**config.mk**
```make
export PLATFORM = sky130hd
export DESIGN_NAME = speech_endpoint_detector_flat
export DESIGN_NICKNAME = d
export VERILOG_FILES = /design/src/hdl/sep_pkg.sv /design/src/hdl/sep_if.sv /design/src/hdl/sep_regs.sv /design/src/hdl/sep_core.sv /design/src/hdl/speech_endpoint_detector.sv /design/src/flat_wrapper.sv
export SDC_FILE = /design/constraint.sdc
export NUM_CORES = 1
export LEC_CHECK = 0
export BUFFER_PORTS_ARGS = -buffer_cell sky130_fd_sc_hd__buf_2
export CAP_MARGIN = 15
export CORE_MARGIN = 2
export CORE_UTILIZATION = 25
export DETAILED_ROUTE_END_ITERATION = 10
export HOLD_SLACK_MARGIN = 0.03
export PLACE_DENSITY_LB_ADDON = 0.15
export REMOVE_ABC_BUFFERS = 1
export SETUP_SLACK_MARGIN = 0.1
export SYNTH_ARGS = -nofsm -noshare
export SYNTH_HDL_FRONTEND = slang
export SYNTH_SLANG_ARGS = --single-unit
```
**constraint.sdc**
```tcl
create_clock -name clk -period 24.3 [get_ports clk]
set_input_delay 3.645 -clock clk [delete_from_list [all_inputs] [get_ports clk]]
set_output_delay 3.645 -clock clk [all_outputs]
set_load 0.02 [all_outputs]
```
**src/hdl/sep_pkg.sv**
```systemverilog
package sep_pkg;

  localparam int SAMPLE_W    = 16;
  localparam int PEAK_W      = 16;
  localparam int CHUNK_LEN_W = 12;
  localparam int THR_W       = 15;
  localparam int CNT_W       = 16;
  localparam int CAUSE_W     = 2;
  localparam int ADDR_W      = 5;
  localparam int DATA_W      = 32;
  localparam int REG_IDX_W   = 3;

  // Register indexes (byte address is four times the index).
  localparam logic [REG_IDX_W-1:0] REG_CHUNK_LENGTH     = 3'd0;
  localparam logic [REG_IDX_W-1:0] REG_SPEECH_THRESHOLD = 3'd1;
  localparam logic [REG_IDX_W-1:0] REG_MAX_CHUNKS       = 3'd2;
  localparam logic [REG_IDX_W-1:0] REG_SILENCE_CHUNKS   = 3'd3;
  localparam logic [REG_IDX_W-1:0] REG_NO_SPEECH_CHUNKS = 3'd4;

  localparam logic [CHUNK_LEN_W-1:0] CHUNK_LENGTH_RST     = 12'd800;
  localparam logic [THR_W-1:0]       SPEECH_THRESHOLD_RST = 15'd600;
  localparam logic [CNT_W-1:0]       MAX_CHUNKS_RST       = 16'd200;
  localparam logic [CNT_W-1:0]       SILENCE_CHUNKS_RST   = 16'd20;
  localparam logic [CNT_W-1:0]       NO_SPEECH_CHUNKS_RST = 16'd100;

  localparam logic [CAUSE_W-1:0] CAUSE_NONE      = 2'd0;
  localparam logic [CAUSE_W-1:0] CAUSE_MAX_LEN   = 2'd1;
  localparam logic [CAUSE_W-1:0] CAUSE_SILENCE   = 2'd2;
  localparam logic [CAUSE_W-1:0] CAUSE_NO_SPEECH = 2'd3;

  typedef struct packed {
    logic [CHUNK_LEN_W-1:0] chunk_length;
    logic [THR_W-1:0]       speech_threshold;
    logic [CNT_W-1:0]       max_chunks;
    logic [CNT_W-1:0]       silence_chunks;
    logic [CNT_W-1:0]       no_speech_chunks;
  } sep_cfg_t;

  typedef struct packed {
    logic [PEAK_W-1:0]  chunk_peak;
    logic               heard_speech;
    logic               stop;
    logic [CAUSE_W-1:0] stop_cause;
  } sep_res_t;

endpackage

```
**src/hdl/sep_if.sv**
```systemverilog
interface sep_in_if import sep_pkg::*; ();
  logic                       valid;
  logic                       ready;
  logic signed [SAMPLE_W-1:0] sample;
  logic                       first;

  modport source (output valid, output sample, output first, input ready);
  modport sink (input valid, input sample, input first, output ready);
endinterface

interface sep_out_if import sep_pkg::*; ();
  logic               valid;
  logic               ready;
  logic [PEAK_W-1:0]  chunk_peak;
  logic               heard_speech;
  logic               stop;
  logic [CAUSE_W-1:0] stop_cause;

  modport source (output valid, output chunk_peak, output heard_speech, output stop,
                  output stop_cause, input ready);
  modport sink (input valid, input chunk_peak, input heard_speech, input stop,
                input stop_cause, output ready);
endinterface

```
**src/hdl/sep_regs.sv**
```systemverilog
module sep_regs import sep_pkg::*; (
  input  logic              clk,
  input  logic              rst_n,
  input  logic              psel,
  input  logic              penable,
  input  logic              pwrite,
  input  logic [ADDR_W-1:0] paddr,
  input  logic [DATA_W-1:0] pwdata,
  output logic [DATA_W-1:0] prdata,
  output logic              pready,
  output sep_cfg_t          cfg
);

  sep_cfg_t             cfg_r;
  logic                 wr_en;
  logic [REG_IDX_W-1:0] idx;

  assign pready = 1'b1;
  assign wr_en  = psel && penable && pwrite;
  assign idx    = paddr[ADDR_W-1:2];
  assign cfg    = cfg_r;

  always_ff @(posedge clk) begin
    if (!rst_n) begin
      cfg_r.chunk_length     <= CHUNK_LENGTH_RST;
      cfg_r.speech_threshold <= SPEECH_THRESHOLD_RST;
      cfg_r.max_chunks       <= MAX_CHUNKS_RST;
      cfg_r.silence_chunks   <= SILENCE_CHUNKS_RST;
      cfg_r.no_speech_chunks <= NO_SPEECH_CHUNKS_RST;
    end else if (wr_en) begin
      case (idx)
        REG_CHUNK_LENGTH:     cfg_r.chunk_length     <= pwdata[CHUNK_LEN_W-1:0];
        REG_SPEECH_THRESHOLD: cfg_r.speech_threshold <= pwdata[THR_W-1:0];
        REG_MAX_CHUNKS:       cfg_r.max_chunks       <= pwdata[CNT_W-1:0];
        REG_SILENCE_CHUNKS:   cfg_r.silence_chunks   <= pwdata[CNT_W-1:0];
        REG_NO_SPEECH_CHUNKS: cfg_r.no_speech_chunks <= pwdata[CNT_W-1:0];
        default: ;
      endcase
    end
  end

  always_comb begin
    case (idx)
      REG_CHUNK_LENGTH:     prdata = DATA_W'(cfg_r.chunk_length);
      REG_SPEECH_THRESHOLD: prdata = DATA_W'(cfg_r.speech_threshold);
      REG_MAX_CHUNKS:       prdata = DATA_W'(cfg_r.max_chunks);
      REG_SILENCE_CHUNKS:   prdata = DATA_W'(cfg_r.silence_chunks);
      REG_NO_SPEECH_CHUNKS: prdata = DATA_W'(cfg_r.no_speech_chunks);
      default:              prdata = '0;
    endcase
  end

endmodule

```
**src/hdl/sep_core.sv**
```systemverilog
module sep_core import sep_pkg::*; (
  input  logic                       clk,
  input  logic                       rst_n,
  input  logic                       fire,
  input  logic signed [SAMPLE_W-1:0] sample,
  input  logic                       first,
  input  sep_cfg_t                   cfg,
  output logic                       res_valid,
  output sep_res_t                   res
);

  logic [CHUNK_LEN_W-1:0] sample_count_r, sample_count_nxt;
  logic [PEAK_W-1:0]      running_peak_r, running_peak_nxt;
  logic [CNT_W-1:0]       elapsed_r, elapsed_nxt;
  logic [CNT_W-1:0]       last_speech_r, last_speech_nxt;
  logic                   seen_r, seen_nxt;
  logic                   stopped_r, stopped_nxt;

  // Session state after an optional clear by the first flag.
  logic [CHUNK_LEN_W-1:0] sc_c;
  logic [PEAK_W-1:0]      pk_c;
  logic [CNT_W-1:0]       el_c, last_c;
  logic                   seen_c, stopped_c;

  logic [PEAK_W-1:0]      mag, pk;
  logic [CHUNK_LEN_W:0]   count;
  logic                   chunk_end, active, speech;
  logic [CNT_W-1:0]       el_n, last_n, gap;
  logic                   seen_n;
  logic [CAUSE_W-1:0]     cause;

  always_comb begin
    sc_c      = first ? '0 : sample_count_r;
    pk_c      = first ? '0 : running_peak_r;
    el_c      = first ? '0 : elapsed_r;
    last_c    = first ? '0 : last_speech_r;
    seen_c    = first ? 1'b0 : seen_r;
    stopped_c = first ? 1'b0 : stopped_r;
    active    = !stopped_c;

    // The most negative sample negates to 0x8000, which is its true magnitude.
    mag = sample[SAMPLE_W-1] ? PEAK_W'(-sample) : PEAK_W'(sample);
    pk  = (mag > pk_c) ? mag : pk_c;

    count     = {1'b0, sc_c} + 1'b1;
    chunk_end = count >= {1'b0, cfg.chunk_length};

    el_n   = (el_c != '1) ? el_c + 1'b1 : el_c;
    speech = pk > {1'b0, cfg.speech_threshold};
    seen_n = seen_c || speech;
    last_n = speech ? el_n : last_c;
    gap    = el_n - last_n;

    if (el_n >= cfg.max_chunks) begin
      cause = CAUSE_MAX_LEN;
    end else if (seen_n && gap > cfg.silence_chunks) begin
      cause = CAUSE_SILENCE;
    end else if (!seen_n && el_n > cfg.no_speech_chunks) begin
      cause = CAUSE_NO_SPEECH;
    end else begin
      cause = CAUSE_NONE;
    end

    sample_count_nxt = sc_c;
    running_peak_nxt = pk_c;
    elapsed_nxt      = el_c;
    last_speech_nxt  = last_c;
    seen_nxt         = seen_c;
    stopped_nxt      = stopped_c;
    if (active && !chunk_end) begin
      sample_count_nxt = count[CHUNK_LEN_W-1:0];
      running_peak_nxt = pk;
    end else if (active) begin
      sample_count_nxt = '0;
      running_peak_nxt = '0;
      elapsed_nxt      = el_n;
      last_speech_nxt  = last_n;
      seen_nxt         = seen_n;
      stopped_nxt      = (cause != CAUSE_NONE);
    end

    res_valid        = active && chunk_end;
    res.chunk_peak   = pk;
    res.heard_speech = seen_n;
    res.stop         = (cause != CAUSE_NONE);
    res.stop_cause   = cause;
  end

  always_ff @(posedge clk) begin
    if (!rst_n) begin
      sample_count_r <= '0;
      running_peak_r <= '0;
      elapsed_r      <= '0;
      last_speech_r  <= '0;
      seen_r         <= 1'b0;
      stopped_r      <= 1'b0;
    end else if (fire) begin
      sample_count_r <= sample_count_nxt;
      running_peak_r <= running_peak_nxt;
      elapsed_r      <= elapsed_nxt;
      last_speech_r  <= last_speech_nxt;
      seen_r         <= seen_nxt;
      stopped_r      <= stopped_nxt;
    end
  end

endmodule

```
**src/hdl/speech_endpoint_detector.sv**
```systemverilog
// A result passes through two registers: the item that ends its chunk is held in the input
// register, and its result is then held in the output register until the sink takes it.
// Throughput: one item per cycle unless a finished result waits in the output register.
// Reset (rst_n, synchronous, active low) clears the session state and the valid flags of both
// pipeline registers and loads the configuration registers with their defaults.
module speech_endpoint_detector import sep_pkg::*; (
  input  logic              clk,
  input  logic              rst_n,
  sep_in_if.sink            in_ch,
  sep_out_if.source         out_ch,
  input  logic              psel,
  input  logic              penable,
  input  logic              pwrite,
  input  logic [ADDR_W-1:0] paddr,
  input  logic [DATA_W-1:0] pwdata,
  output logic [DATA_W-1:0] prdata,
  output logic              pready
);

  // The configuration block holds the five registers and serves reads of them.
  sep_cfg_t cfg;

  sep_regs u_regs (
    .clk     (clk),
    .rst_n   (rst_n),
    .psel    (psel),
    .penable (penable),
    .pwrite  (pwrite),
    .paddr   (paddr),
    .pwdata  (pwdata),
    .prdata  (prdata),
    .pready  (pready),
    .cfg     (cfg)
  );

  // Input register. An accepted item waits here until it moves on into the core, which it does
  // whenever it yields no result, or the output register is free or being emptied.
  logic                       s1_valid_r, s1_valid_nxt;
  logic signed [SAMPLE_W-1:0] s1_sample_r;
  logic                       s1_first_r;
  logic                       s1_adv;
  logic                       in_fire;

  // Output register, which holds a finished result until the sink takes it.
  logic     out_valid_r, out_valid_nxt;
  sep_res_t out_res_r;
  logic     out_free;

  logic     core_res_valid;
  sep_res_t core_res;

  assign out_free     = !out_valid_r || out_ch.ready;
  assign s1_adv       = s1_valid_r && (!core_res_valid || out_free);
  assign in_ch.ready  = !s1_valid_r || s1_adv;
  assign in_fire      = in_ch.valid && in_ch.ready;
  assign s1_valid_nxt = in_fire ? 1'b1 : (s1_adv ? 1'b0 : s1_valid_r);

  always_ff @(posedge clk) begin
    if (!rst_n) begin
      s1_valid_r <= 1'b0;
    end else begin
      s1_valid_r <= s1_valid_nxt;
    end
  end

  always_ff @(posedge clk) begin
    if (in_fire) begin
      s1_sample_r <= in_ch.sample;
      s1_first_r  <= in_ch.first;
    end
  end

  // The core applies the first flag, tracks the chunk peak and counters, and makes the
  // stop decision. Its session state moves only when the held item advances.
  sep_core u_core (
    .clk       (clk),
    .rst_n     (rst_n),
    .fire      (s1_adv),
    .sample    (s1_sample_r),
    .first     (s1_first_r),
    .cfg       (cfg),
    .res_valid (core_res_valid),
    .res       (core_res)
  );

  always_comb begin
    if (s1_adv && core_res_valid) begin
      out_valid_nxt = 1'b1;
    end else if (out_ch.ready) begin
      out_valid_nxt = 1'b0;
    end else begin
      out_valid_nxt = out_valid_r;
    end
  end

  always_ff @(posedge clk) begin
    if (!rst_n) begin
      out_valid_r <= 1'b0;
    end else begin
      out_valid_r <= out_valid_nxt;
    end
  end

  always_ff @(posedge clk) begin
    if (s1_adv && core_res_valid) begin
      out_res_r <= core_res;
    end
  end

  assign out_ch.valid        = out_valid_r;
  assign out_ch.chunk_peak   = out_res_r.chunk_peak;
  assign out_ch.heard_speech = out_res_r.heard_speech;
  assign out_ch.stop         = out_res_r.stop;
  assign out_ch.stop_cause   = out_res_r.stop_cause;

  // The stop flag agrees with the cause code on every result.
  a_stop_cause: assert property (@(posedge clk) disable iff (!rst_n)
    out_valid_r |-> (out_res_r.stop == (out_res_r.stop_cause != CAUSE_NONE)))
    else $error("stop flag disagrees with stop cause");

  // A silence stop needs speech heard, a no-speech stop needs none.
  a_cause_heard: assert property (@(posedge clk) disable iff (!rst_n)
    out_valid_r && (out_res_r.stop_cause == CAUSE_SILENCE || out_res_r.stop_cause ==
      CAUSE_NO_SPEECH) |-> (out_res_r.heard_speech == (out_res_r.stop_cause == CAUSE_SILENCE)))
    else $error("stop cause inconsistent with heard flag");

  // A held item that cannot advance is neither lost nor overwritten.
  a_s1_hold: assert property (@(posedge clk) disable iff (!rst_n)
    s1_valid_r && !s1_adv |=> s1_valid_r && $stable(s1_sample_r) && $stable(s1_first_r))
    else $error("input register lost a stalled item");

  // A pending result is never replaced before the sink takes it.
  a_out_hold: assert property (@(posedge clk) disable iff (!rst_n)
    out_valid_r && !out_ch.ready |-> !(s1_adv && core_res_valid))
    else $error("result overwritten while stalled");

endmodule

```
**src/flat_wrapper.sv**
```systemverilog
// flat-port wrapper written by rule: the top's interface ports become plain ports
module speech_endpoint_detector_flat import sep_pkg::*;
  (clk, rst_n, psel, penable, pwrite, paddr, pwdata, prdata, pready, in_ch_valid, in_ch_sample, in_ch_first, in_ch_ready, out_ch_valid, out_ch_chunk_peak, out_ch_heard_speech, out_ch_stop, out_ch_stop_cause, out_ch_ready);
  sep_in_if in_ch_i ();
  sep_out_if out_ch_i ();
  input  logic clk;
  input  logic rst_n;
  input  logic psel;
  input  logic penable;
  input  logic pwrite;
  input  logic [ADDR_W-1:0] paddr;
  input  logic [DATA_W-1:0] pwdata;
  output logic [DATA_W-1:0] prdata;
  output logic pready;
  input wire logic [$bits(in_ch_i.valid)-1:0] in_ch_valid;
  input wire logic [$bits(in_ch_i.sample)-1:0] in_ch_sample;
  input wire logic [$bits(in_ch_i.first)-1:0] in_ch_first;
  output wire logic [$bits(in_ch_i.ready)-1:0] in_ch_ready;
  output wire logic [$bits(out_ch_i.valid)-1:0] out_ch_valid;
  output wire logic [$bits(out_ch_i.chunk_peak)-1:0] out_ch_chunk_peak;
  output wire logic [$bits(out_ch_i.heard_speech)-1:0] out_ch_heard_speech;
  output wire logic [$bits(out_ch_i.stop)-1:0] out_ch_stop;
  output wire logic [$bits(out_ch_i.stop_cause)-1:0] out_ch_stop_cause;
  input wire logic [$bits(out_ch_i.ready)-1:0] out_ch_ready;
  assign in_ch_i.valid = in_ch_valid;
  assign in_ch_i.sample = in_ch_sample;
  assign in_ch_i.first = in_ch_first;
  assign in_ch_ready = in_ch_i.ready;
  assign out_ch_valid = out_ch_i.valid;
  assign out_ch_chunk_peak = out_ch_i.chunk_peak;
  assign out_ch_heard_speech = out_ch_i.heard_speech;
  assign out_ch_stop = out_ch_i.stop;
  assign out_ch_stop_cause = out_ch_i.stop_cause;
  assign out_ch_i.ready = out_ch_ready;
  speech_endpoint_detector u_core (.clk(clk), .rst_n(rst_n), .in_ch(in_ch_i), .out_ch(out_ch_i), .psel(psel), .penable(penable), .pwrite(pwrite), .paddr(paddr), .pwdata(pwdata), .prdata(prdata), .pready(pready));
endmodule
```
==> results.cfg <==
[placed_design]
numPortBuffers = 80
hpwl_microns = 28000
dp_slack_ns = 12.64
gp_congestion = 0.795

[worst_setup_path]
ff2ff_setup_slack_ns = 12.63
endpoint_kind = flip-flop
crit_fanout = 28
worst_setup_path_start_kind = flip-flop
cp_common_cell = a21oi_1
reg2reg_to = u_core.out_ch.stop$_DFFE_PP_
r2r_cells = 42
max_stage_delay_ns = 0.66
cp.required_ns = 24.46
crit_arrival_ns = 11.83
startpoint = u_core.s1_sample_r[2]$_DFFE_PP_
critical_path.slowest_cell = nand3_1
r2r_start = u_core.s1_sample_r[2]$_DFFE_PP_
worstSetupPathType = flip-flop to flip-flop

[worst_hold_path]
whs_endpoint = u_core.u_core.last_speech_r[15]$_SDFFE_PN0P_
hold_class = flip-flop to flip-flop
whs_path_depth = 2
worstHoldStart = u_core.u_core.last_speech_r[15]$_SDFFE_PN0P_

[yosys]
ys_ff_latch = 176
synth_enable_flop_cells = 37
seq_area_frac_synth_pct = 33.7
synth_area_leaders = dfxtp_1, ha_1, edfxtp_1
synth_most_common_cell = nand2_1
synthArstFlopShare_pct = 0
synth_cell_types = 74
synthTopCellsByCount = nand2_1, dfxtp_1, ha_1, inv_1, a21boi_0
synth.top_cell.area_share_pct = 24.1
avgSynthCellArea_sq_um = 8.30
synth-warning-count = 0
synthCells = 1390
ys.flop_type = dfxtp_1
netlist_area_sq_um = 11500
yosysTopAreaCell = dfxtp_1

[floorplanning]
fp.dieW_microns = 219
die_area_sq_um = 47900
start_util_pct = 25.4
num_io_pins = 116
die_y_microns = 219
core_area_sq_um = 45500
rows = 78

[pwr]
combPwrFrac_pct = 28.6
power_switching_uw = 293
p_leak_uw = 0.00504
clockPowerShare_pct = 33.9
swShare_pct = 35.0
p_per_area_nw_per_um2 = 63.8
internal_power_uw = 545
pwr-share-seq_pct = 37.6
ir_worst_vdd_v = 0.0000368

[clock_tree]
clockBufferDepth = 2
clk_pin_slew_ns = 0.08
htree_levels = 4
cts_setup_buffers = 0
tritoncts = yes
clk_latency_ns = 0.47
clockRootBuffer = clkbuf_16
cts_resized = 0
cts_buffers = 17
cts.sinks = 176
cts_hold_buf = 0

[drt]
post-route-drc-count = 0
via_per_inst = 4.83
routed_wl_microns = 38300
vias = 9924
antenna_left = 0
drt-pass1-iter-count = 5
drtIter0Drc = 610
wl_per_cell_microns = 18.6

[sta]
fin_crit_ns = 11.67
tightest_slew_ns = 1.26
setup_slack_ns = 12.63
max_freq_mhz = 85.7
whs_ns = 0.471
drv_slew = 0
slew_headroom_pct = 15.8
finalHoldViolCount = 0
fin_tns_setup_ns = 0
rsz0062_at_grt = no
fin_crit_sh_pct = 48.0
fin_skew_ns = 0.0156
finalSetupViolations = 0

[global_route]
grt_use_total_pct = 16.3
grt_max_degree = 74
grt.overflow.total = 0
grt_pass1_wl_microns = 58700
grt_pass1_vias = 9774
antenna_found_initial = 0

[run_status]
status = finished clean

[final_layout]
drive_above_1_share_pct = 10.7
final_nets = 1610
synthToLayoutAreaGrowth_pct = 13.8
antenna_cells = 0

[flow_run]
drv_cap = 0
[critical path: cells and delay by family (launching register included)]
kind,cells,cell delay [ns]
xor+xnor,1,0.15
simple gates,14,3.56
flops,1,0.47
compound gates,22,5.90
buf+inv,1,0.09
fa+ha+maj,4,1.20
[sequential cells by signal, summed over array words and instances, names as in the netlist, 2 cells and up]
register / cells
u_core.out_ch.chunk_peak: 16
u_core.out_ch.stop_cause: 2
u_core.s1_sample_r: 16
u_core.u_core.elapsed_r: 16
u_core.u_core.last_speech_r: 16
u_core.u_core.running_peak_r: 16
u_core.u_core.sample_count_r: 12
u_core.u_regs.cfg: 75
[stage by stage]
step	std cells	total power, uW	utilization [%]	area (sq um)
detailed placement	2022	558	27.6	12600
finish	2055	838	28.9	13100
global placement	2022	557	27.6	12600
global route	2055	890	28.9	13100
CTS	2054	848	28.9	13100
floorplan	1324	481	-	11200
[power by group through the flow]
stage	clock, uW	combinational (uW)	sequential [uW]
after floorplan	0	160	320
after global placement	0	236	321
after detailed placement	0	237	321
after CTS	294	240	315
after global routing	305	269	316
final	284	239	315
[routing by layer]
layer  vias to the layer above  share of wire [%]  GRT usage [%]
met4                         0                1.4           3.87
met3                        23                4.1           3.35
met5                         -                  0              0
met2                       184                 46           26.6
li1                       4983                  -              -
met1                      4734                 49           22.2
[final cells by class]
type / count / area (sq um)
fillers: 4932 / 32300
multi-input cells: 1052 / 7010
flip-flops and latches: 176 / 3890
well taps: 600 / 751
repair buffers: 99 / 549
clock buffers: 17 / 425
inverters: 96 / 360
clock inverters: 15 / 148
[how the worst max path moves through the flow]
stage / endpoint / cells after the start
after floorplan: u_core.out_ch.stop$_DFFE_PP_ / 41
after global placement: u_core.out_ch.stop$_DFFE_PP_ / 42
after detailed placement: u_core.out_ch.stop$_DFFE_PP_ / 42
after CTS: u_core.out_ch.stop$_DFFE_PP_ / 42
after global routing: u_core.out_ch.stop$_DFFE_PP_ / 42
final: u_core.out_ch.stop$_DFFE_PP_ / 42
[cell usage in the layout, fill, tap and decap left out, types with 28 or more instances in the layout]
cell type and count:
nand2_1 228, dfxtp_1 139, ha_1 106, inv_1 95, a21boi_0 85, buf_2 79, nor2_1 74, a21oi_1 70
nor2b_1 51, nand3_1 46, edfxtp_1 37, xnor2_1 32, o21ai_0 28, mux2i_1 28
[logic make-up after synthesis]
logic type / Yosys count / synth area share (%)
AND/OR/NAND/NOR: 505 / 21.0
AO/OA/AOI/OAI: 349 / 21.0
buffers and inverters: 177 / 6.38
flip-flops: 176 / 33.7
adder cells (fa/ha/maj): 107 / 11.7
XOR/XNOR: 43 / 3.26
multiplexers: 31 / 2.82
other: 2 / 0.0651
(Power assumes the default switching activity.)
